## src/text_console_cursor_scroll_core_macros.svh

```systemverilog
// Assertion macros for the console cursor and scroll core.
// Included by the RTL files that carry assertions; no dependencies.
`ifndef TEXT_CONSOLE_CURSOR_SCROLL_CORE_MACROS_SVH
`define TEXT_CONSOLE_CURSOR_SCROLL_CORE_MACROS_SVH

`ifndef SYNTHESIS

// condition must hold at every edge out of reset
`define TCCS_ASSERT_ALWAYS(lbl, clk_s, rst_s, expr) \
  lbl: assert property (@(posedge clk_s) disable iff (!rst_s) (expr)) \
    else $error("tccs assertion failed");

// consequent in the same cycle as the antecedent
`define TCCS_ASSERT_IMPLIES(lbl, clk_s, rst_s, ante, cons) \
  lbl: assert property (@(posedge clk_s) disable iff (!rst_s) (ante) |-> (cons)) \
    else $error("tccs assertion failed");

// consequent in the cycle after the antecedent
`define TCCS_ASSERT_NEXT(lbl, clk_s, rst_s, ante, cons) \
  lbl: assert property (@(posedge clk_s) disable iff (!rst_s) (ante) |=> (cons)) \
    else $error("tccs assertion failed");

`else

`define TCCS_ASSERT_ALWAYS(lbl, clk_s, rst_s, expr)
`define TCCS_ASSERT_IMPLIES(lbl, clk_s, rst_s, ante, cons)
`define TCCS_ASSERT_NEXT(lbl, clk_s, rst_s, ante, cons)

`endif

`endif

```

## src/tccs_pkg.sv

```systemverilog
// Shared widths, codes and types of the console cursor and scroll core.
// No dependencies; used by the channel interfaces and all modules.
package tccs_pkg;

  localparam int ADDR_W   = 14;
  localparam int CHAR_W   = 8;
  localparam int COLOR_W  = 8;
  localparam int FC_W     = 13;
  localparam int CON_W    = 2;
  localparam int CFG_W    = 13;

  localparam int DEF_LINE_CELLS   = 80;
  localparam int DEF_SCREEN_CELLS = 2000;
  localparam int DEF_CONSOLES     = 3;
  localparam int DEF_VIDEO_WORDS  = 16384;

  localparam logic [CHAR_W-1:0]  CH_NEWLINE   = 8'd10;
  localparam logic [CHAR_W-1:0]  CH_BACKSPACE = 8'd8;
  localparam logic [CHAR_W-1:0]  CH_SPACE     = 8'd32;
  localparam logic [COLOR_W-1:0] RST_COLOR    = 8'd7;

  typedef enum logic {
    ACT_PUT    = 1'b0,
    ACT_SELECT = 1'b1
  } action_t;

  typedef enum logic {
    CFG_CHAR_COLOR   = 1'b0,
    CFG_FIRST_CURSOR = 1'b1
  } cfg_reg_t;

  typedef struct packed {
    logic [ADDR_W-1:0]  cursor_pos;
    logic [ADDR_W-1:0]  display_start;
    logic               cell_write;
    logic [ADDR_W-1:0]  cell_addr;
    logic [CHAR_W-1:0]  cell_char;
    logic [COLOR_W-1:0] cell_color;
  } result_t;

endpackage

```

## src/tccs_in_if.sv

```systemverilog
// Request channel of the console core: action, console and character.
// Depends on tccs_pkg.
interface tccs_in_if import tccs_pkg::*; ();
  logic              valid;
  logic              ready;
  logic              action;
  logic [CON_W-1:0]  console;
  logic [CHAR_W-1:0] character;

  modport source (output valid, action, console, character, input ready);
  modport sink   (input valid, action, console, character, output ready);
endinterface

```

## src/tccs_out_if.sv

```systemverilog
// Result channel of the console core: cursor, display start, cell write.
// Depends on tccs_pkg.
interface tccs_out_if import tccs_pkg::*; ();
  logic               valid;
  logic               ready;
  logic [ADDR_W-1:0]  cursor_pos;
  logic [ADDR_W-1:0]  display_start;
  logic               cell_write;
  logic [ADDR_W-1:0]  cell_addr;
  logic [CHAR_W-1:0]  cell_char;
  logic [COLOR_W-1:0] cell_color;

  modport source (output valid, cursor_pos, display_start, cell_write, cell_addr,
                  cell_char, cell_color, input ready);
  modport sink   (input valid, cursor_pos, display_start, cell_write, cell_addr,
                  cell_char, cell_color, output ready);
endinterface

```

## src/text_console_cursor_scroll_core.sv

```systemverilog
// An accepted request is registered in the b stage, then written to the result queue.
// Throughput: one request per cycle while no first_cursor column is being found and
// the result queue has room; per-console cursor and scroll memories are read, then
// written back, with one-deep forwarding between neighbors.
// Reset: control clears at once; entries never written read as the console origin.
`include "text_console_cursor_scroll_core_macros.svh"
module text_console_cursor_scroll_core import tccs_pkg::*; #(
  parameter int LINE_CELLS   = DEF_LINE_CELLS,
  parameter int SCREEN_CELLS = DEF_SCREEN_CELLS,
  parameter int CONSOLES     = DEF_CONSOLES,
  parameter int VIDEO_WORDS  = DEF_VIDEO_WORDS
) (
  input  logic             clk,
  input  logic             rst_n,
  tccs_in_if.sink          in_if,
  tccs_out_if.source       out_if,
  input  logic             cfg_we,
  input  logic             cfg_index,
  input  logic [CFG_W-1:0] cfg_wdata
);

  localparam int REGION = LINE_CELLS * (VIDEO_WORDS / CONSOLES / LINE_CELLS);
  localparam int IDX_W  = (CONSOLES > 1) ? $clog2(CONSOLES) : 1;
  localparam int LINE_W = $clog2(LINE_CELLS);
  localparam int EW     = ADDR_W + 1;
  localparam int QDEPTH = 3;
  localparam int QP_W   = 2;
  localparam int CW     = ADDR_W + LINE_W;

  // configuration
  logic [COLOR_W-1:0] char_color_r;
  logic [FC_W-1:0]    fc_r;
  logic               fc_start;
  logic               col_busy;
  logic               col_done;
  logic [LINE_W-1:0]  fc_col;

  always_comb begin
    fc_start = 1'b0;
    if (cfg_we) begin
      unique case (cfg_reg_t'(cfg_index))
        CFG_CHAR_COLOR:   fc_start = 1'b0;
        CFG_FIRST_CURSOR: fc_start = 1'b1;
        default:          fc_start = 1'b0;
      endcase
    end
  end

  always_ff @(posedge clk) begin
    if (!rst_n) begin
      char_color_r <= RST_COLOR;
      fc_r         <= '0;
    end else if (cfg_we) begin
      if (fc_start) begin
        fc_r <= cfg_wdata[FC_W-1:0];
      end else begin
        char_color_r <= cfg_wdata[COLOR_W-1:0];
      end
    end
  end

  tccs_col_unit #(.LINE_CELLS(LINE_CELLS)) u_col (
    .clk   (clk),
    .rst_n (rst_n),
    .start (fc_start),
    .value (cfg_wdata[FC_W-1:0]),
    .busy  (col_busy),
    .done  (col_done),
    .col   (fc_col)
  );

  // request side
  logic             in_acc;
  logic             in_range;
  logic [IDX_W-1:0] rd_idx;
  logic [QP_W:0]    q_cnt_r;
  logic             b_valid_r;

  assign in_range    = (CON_W + 1)'(in_if.console) < (CON_W + 1)'(CONSOLES);
  assign in_if.ready = !col_busy && (({1'b0, q_cnt_r} + (QP_W + 2)'(b_valid_r)) <
                                     (QP_W + 2)'(QDEPTH));
  assign in_acc      = in_if.valid && in_if.ready;
  assign rd_idx      = in_range ? in_if.console[IDX_W-1:0] : '0;

  // state memories: {cursor, column} and scroll start
  logic [CW-1:0]     cur_mem [CONSOLES];
  logic [ADDR_W-1:0] scr_mem [CONSOLES];
  logic [CONSOLES-1:0] cvld_r;
  logic [CONSOLES-1:0] svld_r;
  logic [CW-1:0]     cur_rd_r;
  logic [ADDR_W-1:0] scr_rd_r;
  logic              cvld_rd_r;
  logic              svld_rd_r;

  logic              b_action_r;
  logic [IDX_W-1:0]  b_idx_r;
  logic [CHAR_W-1:0] b_char_r;

  logic              fwd_valid_r;
  logic [IDX_W-1:0]  fwd_idx_r;
  logic [ADDR_W-1:0] fwd_c_r;
  logic [LINE_W-1:0] fwd_col_r;
  logic [ADDR_W-1:0] fwd_s_r;

  logic              wr_b;
  logic [ADDR_W-1:0] c0;
  logic [ADDR_W-1:0] s0;
  logic [LINE_W-1:0] col0;
  logic [EW-1:0]     org;
  logic [EW-1:0]     lim;
  logic [EW-1:0]     c1;
  logic [EW-1:0]     s_mid;
  logic [EW-1:0]     s1;
  logic [EW-1:0]     shown;
  logic [LINE_W-1:0] col1;
  logic [LINE_W-1:0] col_inc;
  logic [LINE_W-1:0] col_dec;
  logic [ADDR_W-1:0] c2;
  logic [ADDR_W-1:0] s2;
  logic              wr_cell;
  logic [ADDR_W-1:0] w_addr;
  logic [CHAR_W-1:0] w_char;
  result_t           b_res;

  always_ff @(posedge clk) begin
    cur_rd_r  <= cur_mem[rd_idx];
    scr_rd_r  <= scr_mem[rd_idx];
    cvld_rd_r <= cvld_r[rd_idx];
    svld_rd_r <= svld_r[rd_idx];
    if (wr_b) begin
      cur_mem[b_idx_r] <= {c2, col1};
      scr_mem[b_idx_r] <= s2;
    end else if (col_done) begin
      cur_mem[0] <= {ADDR_W'(fc_r), fc_col};
    end
  end

  always_ff @(posedge clk) begin
    if (!rst_n) begin
      cvld_r <= '0;
      svld_r <= '0;
    end else if (wr_b) begin
      cvld_r[b_idx_r] <= 1'b1;
      svld_r[b_idx_r] <= 1'b1;
    end else if (col_done) begin
      cvld_r[0] <= 1'b1;
    end
  end

  always_ff @(posedge clk) begin
    if (!rst_n) begin
      b_valid_r   <= 1'b0;
      fwd_valid_r <= 1'b0;
    end else begin
      b_valid_r   <= in_acc && in_range;
      fwd_valid_r <= wr_b;
    end
  end

  always_ff @(posedge clk) begin
    b_action_r <= in_if.action;
    b_idx_r    <= rd_idx;
    b_char_r   <= in_if.character;
    fwd_idx_r  <= b_idx_r;
    fwd_c_r    <= c2;
    fwd_col_r  <= col1;
    fwd_s_r    <= s2;
  end

  assign wr_b = b_valid_r && (action_t'(b_action_r) == ACT_PUT);
  assign org  = EW'(b_idx_r) * EW'(REGION);
  assign lim  = org + EW'(REGION);

  // take the previous cycle's write over the stale memory read
  always_comb begin
    if (fwd_valid_r && (fwd_idx_r == b_idx_r)) begin
      c0   = fwd_c_r;
      col0 = fwd_col_r;
      s0   = fwd_s_r;
    end else begin
      c0   = cvld_rd_r ? cur_rd_r[CW-1:LINE_W] : org[ADDR_W-1:0];
      col0 = cvld_rd_r ? cur_rd_r[LINE_W-1:0] : '0;
      s0   = svld_rd_r ? scr_rd_r : org[ADDR_W-1:0];
    end
  end

  assign col_inc = (col0 == LINE_W'(LINE_CELLS - 1)) ? '0 : col0 + 1'b1;
  assign col_dec = (col0 == '0) ? LINE_W'(LINE_CELLS - 1) : col0 - 1'b1;

  always_comb begin
    c1      = {1'b0, c0};
    col1    = col0;
    wr_cell = 1'b0;
    w_addr  = '0;
    w_char  = '0;
    case (b_char_r)
      CH_NEWLINE: begin
        if (({1'b0, c0} >= org) && (({1'b0, c0} + EW'(LINE_CELLS)) < lim)) begin
          c1   = {1'b0, c0} - EW'(col0) + EW'(LINE_CELLS);
          col1 = '0;
        end
      end
      CH_BACKSPACE: begin
        if ({1'b0, c0} > org) begin
          c1      = {1'b0, c0} - 1'b1;
          col1    = col_dec;
          wr_cell = 1'b1;
          w_addr  = c0 - 1'b1;
          w_char  = CH_SPACE;
        end
      end
      default: begin
        if ({1'b0, c0} < lim) begin
          c1      = {1'b0, c0} + 1'b1;
          col1    = col_inc;
          wr_cell = 1'b1;
          w_addr  = c0;
          w_char  = b_char_r;
        end
      end
    endcase

    // scroll one line back, then one line forward
    s_mid = {1'b0, s0};
    if ((c1 < s_mid) && (s_mid > org)) begin
      s_mid = s_mid - EW'(LINE_CELLS);
    end
    s1 = s_mid;
    if ((c1 >= s_mid + EW'(SCREEN_CELLS)) && ((s_mid + EW'(SCREEN_CELLS)) < lim) &&
        (c1 > (EW'(LINE_CELLS) + org))) begin
      s1 = s_mid + EW'(LINE_CELLS);
    end
    c2 = c1[ADDR_W-1:0];
    s2 = s1[ADDR_W-1:0];

    if (c2 < s2) begin
      shown = {1'b0, c2} - EW'(col1);
    end else if ({1'b0, c2} > ({1'b0, s2} + EW'(SCREEN_CELLS))) begin
      shown = {1'b0, c2} - EW'(col1) + EW'(LINE_CELLS) - EW'(SCREEN_CELLS);
    end else begin
      shown = {1'b0, s2};
    end

    if (action_t'(b_action_r) == ACT_SELECT) begin
      b_res.cursor_pos    = c0;
      b_res.display_start = s0;
      b_res.cell_write    = 1'b0;
      b_res.cell_addr     = '0;
      b_res.cell_char     = '0;
      b_res.cell_color    = '0;
    end else begin
      b_res.cursor_pos    = c2;
      b_res.display_start = shown[ADDR_W-1:0];
      b_res.cell_write    = wr_cell;
      b_res.cell_addr     = w_addr;
      b_res.cell_char     = w_char;
      b_res.cell_color    = wr_cell ? char_color_r : '0;
    end
  end

  // result queue
  result_t         q_mem_r [QDEPTH];
  logic [QP_W-1:0] q_head_r;
  logic [QP_W-1:0] q_tail_r;
  logic            q_pop;
  result_t         q_out;

  assign q_pop = out_if.valid && out_if.ready;
  assign q_out = q_mem_r[q_head_r];

  always_ff @(posedge clk) begin
    if (b_valid_r) begin
      q_mem_r[q_tail_r] <= b_res;
    end
  end

  always_ff @(posedge clk) begin
    if (!rst_n) begin
      q_head_r <= '0;
      q_tail_r <= '0;
      q_cnt_r  <= '0;
    end else begin
      if (b_valid_r) begin
        q_tail_r <= (q_tail_r == QP_W'(QDEPTH - 1)) ? '0 : q_tail_r + 1'b1;
      end
      if (q_pop) begin
        q_head_r <= (q_head_r == QP_W'(QDEPTH - 1)) ? '0 : q_head_r + 1'b1;
      end
      q_cnt_r <= q_cnt_r + (QP_W + 1)'(b_valid_r) - (QP_W + 1)'(q_pop);
    end
  end

  assign out_if.valid         = q_cnt_r != '0;
  assign out_if.cursor_pos    = q_out.cursor_pos;
  assign out_if.display_start = q_out.display_start;
  assign out_if.cell_write    = q_out.cell_write;
  assign out_if.cell_addr     = q_out.cell_addr;
  assign out_if.cell_char     = q_out.cell_char;
  assign out_if.cell_color    = q_out.cell_color;

  `TCCS_ASSERT_ALWAYS(a_queue_room, clk, rst_n,
    ({1'b0, q_cnt_r} + (QP_W + 2)'(b_valid_r)) <= (QP_W + 2)'(QDEPTH))
  `TCCS_ASSERT_NEXT(a_fwd_follows_write, clk, rst_n, wr_b,
    fwd_valid_r && (fwd_idx_r == $past(b_idx_r)))
  `TCCS_ASSERT_IMPLIES(a_col_bound, clk, rst_n, wr_b,
    ({1'b0, col1} < (LINE_W + 1)'(LINE_CELLS)))
  `TCCS_ASSERT_IMPLIES(a_idle_fields_zero, clk, rst_n, out_if.valid && !out_if.cell_write,
    (out_if.cell_addr == '0) && (out_if.cell_char == '0) && (out_if.cell_color == '0))

endmodule

```

## src/tccs_col_unit.sv

```systemverilog
// Column of a loaded cursor by reciprocal multiplication: the value is registered, then the quotient.
// Depends on tccs_pkg.
module tccs_col_unit import tccs_pkg::*; #(
  parameter int LINE_CELLS = DEF_LINE_CELLS
) (
  input  logic                          clk,
  input  logic                          rst_n,
  input  logic                          start,
  input  logic [FC_W-1:0]               value,
  output logic                          busy,
  output logic                          done,
  output logic [$clog2(LINE_CELLS)-1:0] col
);

  localparam int LINE_W = $clog2(LINE_CELLS);
  localparam int SH     = FC_W + LINE_W;
  localparam int MW     = FC_W + 1;
  localparam int PW     = FC_W + MW;
  localparam int QW     = PW - SH;
  // rounded-up reciprocal; exact quotient for every FC_W-bit value
  localparam logic [MW-1:0] RECIP = MW'(((1 << SH) + LINE_CELLS - 1) / LINE_CELLS);

  logic            run_r;
  logic            done_r;
  logic [FC_W-1:0] val_r;
  logic [QW-1:0]   quo_r;
  logic [PW-1:0]   prod;
  logic [FC_W-1:0] rem;

  assign prod = PW'(val_r) * PW'(RECIP);
  assign rem  = val_r - FC_W'(quo_r) * FC_W'(LINE_CELLS);

  always_ff @(posedge clk) begin
    if (!rst_n) begin
      run_r  <= 1'b0;
      done_r <= 1'b0;
    end else if (start) begin
      run_r  <= 1'b1;
      done_r <= 1'b0;
      val_r  <= value;
    end else if (run_r) begin
      run_r  <= 1'b0;
      done_r <= 1'b1;
      quo_r  <= prod[PW-1:SH];
    end else begin
      done_r <= 1'b0;
    end
  end

  assign busy = run_r || done_r;
  assign done = done_r;
  assign col  = rem[LINE_W-1:0];

endmodule
```

## src/flat_wrapper.sv

```systemverilog
// flat-port wrapper written by rule: the top's interface ports become plain ports
module text_console_cursor_scroll_core_flat import tccs_pkg::*;
#(
  parameter int LINE_CELLS   = DEF_LINE_CELLS,
  parameter int SCREEN_CELLS = DEF_SCREEN_CELLS,
  parameter int CONSOLES     = DEF_CONSOLES,
  parameter int VIDEO_WORDS  = DEF_VIDEO_WORDS
)
  (clk, rst_n, cfg_we, cfg_index, cfg_wdata, in_if_valid, in_if_action, in_if_console, in_if_character, in_if_ready, out_if_valid, out_if_cursor_pos, out_if_display_start, out_if_cell_write, out_if_cell_addr, out_if_cell_char, out_if_cell_color, out_if_ready);
  tccs_in_if in_if_i ();
  tccs_out_if out_if_i ();
  input  logic clk;
  input  logic rst_n;
  input  logic cfg_we;
  input  logic cfg_index;
  input  logic [CFG_W-1:0] cfg_wdata;
  input wire logic [$bits(in_if_i.valid)-1:0] in_if_valid;
  input wire logic [$bits(in_if_i.action)-1:0] in_if_action;
  input wire logic [$bits(in_if_i.console)-1:0] in_if_console;
  input wire logic [$bits(in_if_i.character)-1:0] in_if_character;
  output wire logic [$bits(in_if_i.ready)-1:0] in_if_ready;
  output wire logic [$bits(out_if_i.valid)-1:0] out_if_valid;
  output wire logic [$bits(out_if_i.cursor_pos)-1:0] out_if_cursor_pos;
  output wire logic [$bits(out_if_i.display_start)-1:0] out_if_display_start;
  output wire logic [$bits(out_if_i.cell_write)-1:0] out_if_cell_write;
  output wire logic [$bits(out_if_i.cell_addr)-1:0] out_if_cell_addr;
  output wire logic [$bits(out_if_i.cell_char)-1:0] out_if_cell_char;
  output wire logic [$bits(out_if_i.cell_color)-1:0] out_if_cell_color;
  input wire logic [$bits(out_if_i.ready)-1:0] out_if_ready;
  assign in_if_i.valid = in_if_valid;
  assign in_if_i.action = in_if_action;
  assign in_if_i.console = in_if_console;
  assign in_if_i.character = in_if_character;
  assign in_if_ready = in_if_i.ready;
  assign out_if_valid = out_if_i.valid;
  assign out_if_cursor_pos = out_if_i.cursor_pos;
  assign out_if_display_start = out_if_i.display_start;
  assign out_if_cell_write = out_if_i.cell_write;
  assign out_if_cell_addr = out_if_i.cell_addr;
  assign out_if_cell_char = out_if_i.cell_char;
  assign out_if_cell_color = out_if_i.cell_color;
  assign out_if_i.ready = out_if_ready;
  text_console_cursor_scroll_core #(.LINE_CELLS(LINE_CELLS), .SCREEN_CELLS(SCREEN_CELLS), .CONSOLES(CONSOLES), .VIDEO_WORDS(VIDEO_WORDS)) u_core (.clk(clk), .rst_n(rst_n), .in_if(in_if_i), .out_if(out_if_i), .cfg_we(cfg_we), .cfg_index(cfg_index), .cfg_wdata(cfg_wdata));
endmodule
```

## config.mk

```make
export PLATFORM = sky130hd
export DESIGN_NAME = text_console_cursor_scroll_core_flat
export DESIGN_NICKNAME = d
export VERILOG_FILES = /design/src/tccs_pkg.sv /design/src/tccs_in_if.sv /design/src/tccs_out_if.sv /design/src/text_console_cursor_scroll_core.sv /design/src/tccs_col_unit.sv /design/src/flat_wrapper.sv
export VERILOG_INCLUDE_DIRS = /design/src /design/src/src
export SDC_FILE = /design/constraint.sdc
export NUM_CORES = 1
export LEC_CHECK = 0
export BUFFER_PORTS_ARGS = -buffer_cell sky130_fd_sc_hd__buf_2
export CAP_MARGIN = 0
export CELL_PAD_IN_SITES_DETAIL_PLACEMENT = 2
export CELL_PAD_IN_SITES_GLOBAL_PLACEMENT = 2
export CORE_MARGIN = 5
export CORE_UTILIZATION = 42
export DETAILED_ROUTE_END_ITERATION = 12
export PLACE_DENSITY = 0.88
export SETUP_SLACK_MARGIN = 0.4
export SKIP_CTS_REPAIR_TIMING = 1
export SYNTH_ARGS = -nofsm -noshare
export SYNTH_HDL_FRONTEND = slang
export SYNTH_HIERARCHICAL = 1
export SYNTH_SLANG_ARGS = --single-unit
```

## constraint.sdc

```tcl
create_clock -name clk -period 16.59 [get_ports clk]
set_clock_uncertainty 0.2 [all_clocks]
set_input_delay 0 -clock clk [delete_from_list [all_inputs] [get_ports clk]]
set_output_delay 0 -clock clk [all_outputs]
set_load 0.005 [all_outputs]
```

==> results_dict.tcl, run 1 <==
set metrics [dict create \
    synth_area_per_cell_um2 10.4 \
    cpMaxStageDelayCell "a2111oi_0" \
    fp.dieW_um 258 \
    seq_area_um2 11500 \
    cap_violations 0 \
    holdWs_ns -0.0106 \
    p_switching_uw 1480 \
    p_per_area_nw_per_um2 132 \
    worstMarginPinSlew_ns 1.19 \
    worst-path-buf-inv 4 \
    ctsHtreeMaxLevel 2 \
    cell_internal_pwr_uw 2380 \
    ys_seq_elements 423 \
    drt_pass1_iterations 5 \
    min_period_over_period 0.948 \
    crit_fanout 32 \
    clock_latency_ns 0.60 \
    grt_max_degree 108 \
    place_hpwl_um 70900 \
    cp.required_ns 16.66 \
    r2r_start "u_core/b_idx_r[1]" \
    p_seq_frac 0.335 \
    gr-total-overflow 0 \
    cp_common_cell "ha_1" \
    hp-class "in2reg" \
    final.min_clock_period_ns 15.72 \
    fin_setup_tns_ns 0 \
    crit_type "reg2reg" \
    core_um2 60600 \
    fp.dieH_um 258 \
    final_antenna_net_count 0 \
    grt_pass1_wl_um 151000 \
    startpoint_type "flop" \
    cts_buffers 47 \
    clk_path_buf_depth 3 \
    async_reset_ff_frac 0 \
    drv_slew 0 \
    hold_end "u_core/cur_rd_r[5]" \
    drt-initial-drc-count 1873 \
    gp_congestion 0.956 \
    post_drt_via_cell_ratio 6.27 \
    die-area_um2 66400 \
    status "finished, violations left" \
    vias 21422 \
    clockRootBuffer "clkbuf_16" \
    fmax_ghz 0.0636 \
    hp-start "in_if_console[0]" \
    post-route-drc-count 0 \
    grt_usage 0.294 \
    drive_gt1_frac 0.104 \
    p_clk_frac 0.284 \
    ys_types 109 \
    rsz0062_at_grt "false" \
    crit_arrival_ns 15.79 \
    reg2reg_depth 56 \
    cts_tree "done" \
    wl_um 109000 \
    netlist_area_um2 25800 \
    relSlewSlack 0.207 \
    num_rows 90 \
    synth_edf_count 298 \
    multi_input_area_um2 13100 \
    post-route-util 0.481 \
    fillers 6130 \
    antenna_found_initial 3 \
    synth_ff_type "edfxtp_1" \
    leakage_uw 0.0118 \
    critPathMaxStageDelay_ns 0.84 \
    io_pins 91 \
    area_growth_pct 13.1 \
    clk_pin_slew_ns 0.07 \
    syn_nets 2783 \
    cp-end-kind "flop" \
    layout.nets 2899 \
    min_delay_path_depth 3 \
    reg2reg_setup_slack_ns 0.87 \
    finalHoldViolCount 2 \
    wl_per_cell_um 31.8 \
    grt_pass1_vias 23251 \
    worst_path_dominant_cell_family "compound AO/OA/AOI/OAI gates" \
    yosysWarningCount 6 \
    irDropWorstVdd_mv 0.0936 \
    setup_viol 0 \
    violations "hold timing" \
    comb_power_share 0.381 \
    clock-sinks 423 \
    start_util 0.425 \
    synthCells 2482 \
    ys_seq_area_frac 0.444 \
    p_sw_frac 0.383 \
    r2r-end "u_core/q_mem_r[0][37]" \
    portBuffers 90 \
]
flip-flops by register name, indices dropped and copies added, names as in the netlist, 2 cells and up, named ones only:
name,cells
u_core/b_char_r,8
u_core/b_idx_r,2
u_core/char_color_r,8
u_core/cur_mem,63
u_core/cur_rd_r,21
u_core/cvld_r,3
u_core/fc_r,13
u_core/fwd_c_r,14
u_core/fwd_col_r,7
u_core/fwd_idx_r,2
u_core/fwd_s_r,14
u_core/q_cnt_r,3
u_core/q_head_r,2
u_core/q_mem_r,177
u_core/q_tail_r,2
u_core/scr_mem,42
u_core/scr_rd_r,14
u_core/svld_r,3
u_core/u_col/quo_r,3
u_core/u_col/val_r,13
layer usage:
| metal | global-route usage | vias to the layer above | part of all wire |
|---|---|---|---|
| li1 | - | 9126 | - |
| met3 | 0.0417 | 295 | 0.059 |
| met4 | 0.105 | 0 | 0.048 |
| met5 | 0 | - | 0 |
| met2 | 0.517 | 971 | 0.49 |
| met1 | 0.370 | 11030 | 0.40 |
worst max-delay path by stage:
| stage | slack (ns) | cells past startpoint | end | start |
|---|---|---|---|---|
| after floorplan | 3.07 | 64 | u_core/q_mem_r[0][38] | u_core/b_idx_r[0] |
| after global placement | 1.22 | 55 | u_core/q_mem_r[0][41] | u_core/b_idx_r[1] |
| after detailed placement | 0.54 | 53 | u_core/q_mem_r[0][37] | u_core/b_idx_r[1] |
| after CTS | 0.43 | 53 | u_core/q_mem_r[2][37] | u_core/b_idx_r[1] |
| after global routing | 0.30 | 55 | u_core/q_mem_r[0][37] | u_core/b_idx_r[1] |
| final | 0.87 | 56 | u_core/q_mem_r[0][37] | u_core/b_idx_r[1] |
cells in the final DEF, fill, tap and decap left out, drive strengths merged, types with 14 or more instances in the layout:
master	count
edfxtp	298
nand2	227
ha	225
inv	215
a21oi	158
nor2	143
dfxtp	125
buf	124
mux2i	113
o21ai	107
xnor2	88
clkbuf	71
nor2b	55
nand3	54
dlygate4sd3	51
a21o	46
fa	46
and2	46
a211oi	45
nor3	39
a21boi	26
nand4	25
and3	22
o21a	21
nor4	18
a31oi	17
nand2b	15
xor2	14
Yosys cell counts (all sizes together) (12+ instances only):
library cell,count,share of area
nor3,39,0.0082
nand2,227,0.033
nand3,54,0.011
and3,22,0.0059
o21a,21,0.0061
mux2i,113,0.044
and2,46,0.011
a211oi,45,0.013
a21oi,158,0.031
o21ai,107,0.021
buf,30,0.0074
nand2b,15,0.0036
o211ai,12,0.0037
edfxtp,298,0.35
dfxtp,125,0.097
xor2,14,0.0048
nor4,18,0.0049
nand4,25,0.0061
nor2,143,0.021
xnor2,88,0.031
inv,213,0.031
ha,225,0.11
a21boi,26,0.0077
a21o,46,0.013
nor2b,55,0.013
fa,46,0.036
clkbuf,78,0.011
a31oi,17,0.0041
area by class of cell:
cell class                      count  area share
Clock inverter                     13     0.00511
Timing Repair Buffer              175      0.0418
Tap cell                          782      0.0336
Sequential cell                   423       0.393
Inverter                          216      0.0278
Multi-Input combinational cell   1735       0.450
Antenna cell                        1   0.0000858
Clock buffer                       71      0.0483
stage by stage:
step | total power [µW] | cells | instance area, µm² | setup slack (ns)
after detailed placement | 2680 | 3280 | 27000 | 0.539
after floorplan | 2190 | 2482 | 25800 | 3.07
final | 3860 | 3416 | 29200 | 0.867
after CTS | 3790 | 3364 | 28600 | 0.428
after global routing | 4030 | 3416 | 29200 | 0.304
after global placement | 2580 | 3280 | 27000 | 1.22
worst register-to-register path: cells and delay by family, from the launching register on:
kind | cells | cell delay [ns]
adder cells (fa/ha/maj) | 7 | 2.48
multiplexers | 3 | 1.17
buffers and inverters | 4 | 1.01
AO/OA/AOI/OAI | 23 | 5.77
AND/OR/NAND/NOR | 17 | 3.71
flip-flops | 1 | 0.45
XOR/XNOR | 2 | 0.63
kinds of logic (layout without fill, tap and decap cells):
logic type      count (synthesis)  after routing  synth area share
buf+inv                       324            475            0.0503
fa+ha+maj                     271            271             0.145
xor+xnor                      102            102            0.0360
mux                           122            122            0.0480
other cells                     0              1                 0
flops                         423            423             0.444
compound gates                547            547             0.143
simple gates                  693            693             0.133
power by group through the flow:
stage	clock (µW)	sequential, µW	combinational, µW
after global placement	0	1300	1280
final	1100	1290	1470
after floorplan	0	1270	916
after CTS	1090	1290	1410
after detailed placement	0	1300	1380
after global routing	1150	1290	1580
No activity file was read; power rests on OpenSTA's default activity.
==> inputs of run 2 (changes only) <==
--- a/config.mk
+++ b/config.mk
@@ -15,7 +15,6 @@
 export DETAILED_ROUTE_END_ITERATION = 12
 export PLACE_DENSITY = 0.88
 export SETUP_SLACK_MARGIN = 0.4
-export SKIP_CTS_REPAIR_TIMING = 1
 export SYNTH_ARGS = -nofsm -noshare
 export SYNTH_HDL_FRONTEND = slang
 export SYNTH_HIERARCHICAL = 1
==> constraint.sdc (replaced) <==
create_clock -name clk -period 14.8 [get_ports clk]
set_clock_uncertainty 0.2 [all_clocks]
set_input_delay 0 -clock clk [delete_from_list [all_inputs] [get_ports clk]]
set_output_delay 0 -clock clk [all_outputs]
set_load 0.005 [all_outputs]
==> results_dict.tcl, run 2 (synthesized netlist as in run 1, its figures left out) <==
set metrics [dict create \
    status "finished clean" \
    top_register "u_core/q_mem_r" \
    drive_gt1_frac 0.124 \
    finalHoldViolCount 0 \
    wl_um 111000 \
    fin_cells 3475 \
    busiest_layer "met2" \
    r2r-end "u_core/q_mem_r[2][39]" \
    crit_type "reg2reg" \
    cp.required_ns 14.86 \
    clock-sinks 423 \
    clockRootBuffer "clkbuf_16" \
    startpoint_type "flop" \
    holdWs_ns 0.0293 \
    most-common-layout-cells "298 x edfxtp_1, 225 x nand2_1, 225 x ha_1" \
    dpl_worst_slack_ns 0.345 \
    use_met3 0.0476 \
    relSlewSlack 0.216 \
    vias 21764 \
    cts_buffers 47 \
    cp_common_cell "a21o_1" \
    grt_pass1_vias 24072 \
    start_util 0.425 \
    min_delay_path_depth 3 \
    crit_fanout 20 \
    final.min_clock_period_ns 13.99 \
    gr-total-overflow 0 \
    crit_arrival_ns 14.05 \
    cpMaxStageDelayCell "nor4b_1" \
    cp-end-kind "flop" \
    cts_tree "done" \
    r2r_start "u_core/b_idx_r[0]" \
    antenna_cells 0 \
    fp.dieW_um 258 \
    fmax_ghz 0.0715 \
    portBuffers 90 \
    post_drt_via_cell_ratio 6.26 \
    clk_pin_slew_ns 0.06 \
    use_met1 0.396 \
    fin_setup_tns_ns 0 \
    final_antenna_net_count 0 \
    setup_viol 0 \
    p_per_area_nw_per_um2 148 \
    fp.dieH_um 258 \
    clk_path_buf_depth 3 \
    top_regs "u_core/q_mem_r x177, u_core/cur_mem x63, u_core/scr_mem x42" \
    rsz0062_at_grt "false" \
    grt_pass1_wl_um 163000 \
    io_pins 91 \
    dp.cells 3313 \
    critPathMaxStageDelay_ns 0.89 \
    layout.nets 2958 \
    worst_slack_ns 0.815 \
    core_um2 60600 \
    post-route-drc-count 0 \
    cap_violations 0 \
    grt_max_degree 103 \
    area_growth_pct 14.9 \
    grt_usage 0.322 \
    antenna_found_initial 2 \
    ctsHtreeMaxLevel 2 \
    irDropWorstVdd_mv 0.101 \
    largest_reg_flops 177 \
    die-area_um2 66400 \
    layout_commonest_cell "edfxtp_1" \
    clock_latency_ns 0.62 \
    hp-class "in2reg" \
    hold_end "u_core/b_valid_r" \
    reg2reg_depth 53 \
    num_rows 90 \
    met2_usage 0.562 \
    gp_congestion 0.988 \
    worstMarginPinSlew_ns 1.15 \
    reg2reg_setup_slack_ns 0.81 \
    drt-initial-drc-count 2034 \
    wl_per_cell_um 31.8 \
    min_period_over_period 0.945 \
    place_hpwl_um 73500 \
    leakage_uw 0.0120 \
    hp-start "in_if_valid" \
    drv_slew 0 \
    finalPower_uw 4390 \
    drt_pass1_iterations 6 \
]
[run 2: cell type report]
| type | count | area, µm² |
|---|---|---|
| Clock inverter | 18 | 186 |
| Timing Repair Buffer | 233 | 1670 |
| Fill cell | 6096 | 31000 |
| Inverter | 216 | 826 |
| Tap cell | 782 | 978 |
| Sequential cell | 423 | 11500 |
| Clock buffer | 67 | 1320 |
| Multi-Input combinational cell | 1736 | 13200 |
[run 2: layer usage]
| layer | wire length [µm] | share of wire |
|---|---|---|
| met2 | 54800 | 0.49 |
| met3 | 6360 | 0.057 |
| met5 | 0 | 0 |
| met1 | 43800 | 0.40 |
| met4 | 5740 | 0.052 |
[run 2: how the worst max path moves through the flow]
stage                                  from                    end  slack (ns)  cells past startpoint
final                     u_core/b_idx_r[0]  u_core/q_mem_r[2][39]        0.81                     53
after global placement    u_core/b_idx_r[1]  u_core/q_mem_r[0][39]        1.12                     56
after floorplan           u_core/b_idx_r[0]  u_core/q_mem_r[0][38]        1.28                     64
after detailed placement  u_core/b_idx_r[1]  u_core/q_mem_r[2][39]        0.34                     55
after CTS                 u_core/b_idx_r[1]  u_core/q_mem_r[2][39]        0.55                     57
after global routing      u_core/b_idx_r[0]  u_core/q_mem_r[2][39]        0.31                     56
[run 2: what timing repair did]
| action | 4_1_cts | 5_1_grt |
|---|---|---|
| pin swaps | 0 | 3 |
| cloned | 0 | 1 |
| endpoints found under the hold margin | 88 | 0 |
| resized for setup | 2 | 22 |
| hold buffers | 55 | 0 |
| endpoints found under the setup margin | 21 | 42 |
| setup buffers | 0 | 21 |
[run 2: metrics by stage]
step	instance area, µm²	util
6_report	29600	0.489
5_1_grt	29600	0.489
4_1_cts	29400	0.485
3_5_place_dp	27300	0.450
3_3_place_gp	27300	0.450
2_1_floorplan	25800	-
[run 2: power breakdown]
group          switching [µW]  internal (µW)
Combinational            1100            636
Clock                     533            677
Sequential               63.7           1380
[run 2: critical path, delay by kind of cell, from the launching register on]
| kind | cells | cell delay, ns |
|---|---|---|
| mux | 4 | 1.31 |
| simple gates | 11 | 3.50 |
| xor+xnor | 3 | 0.55 |
| buf+inv | 4 | 0.85 |
| compound gates | 25 | 5.04 |
| flops | 1 | 0.35 |
| fa+ha+maj | 6 | 1.84 |
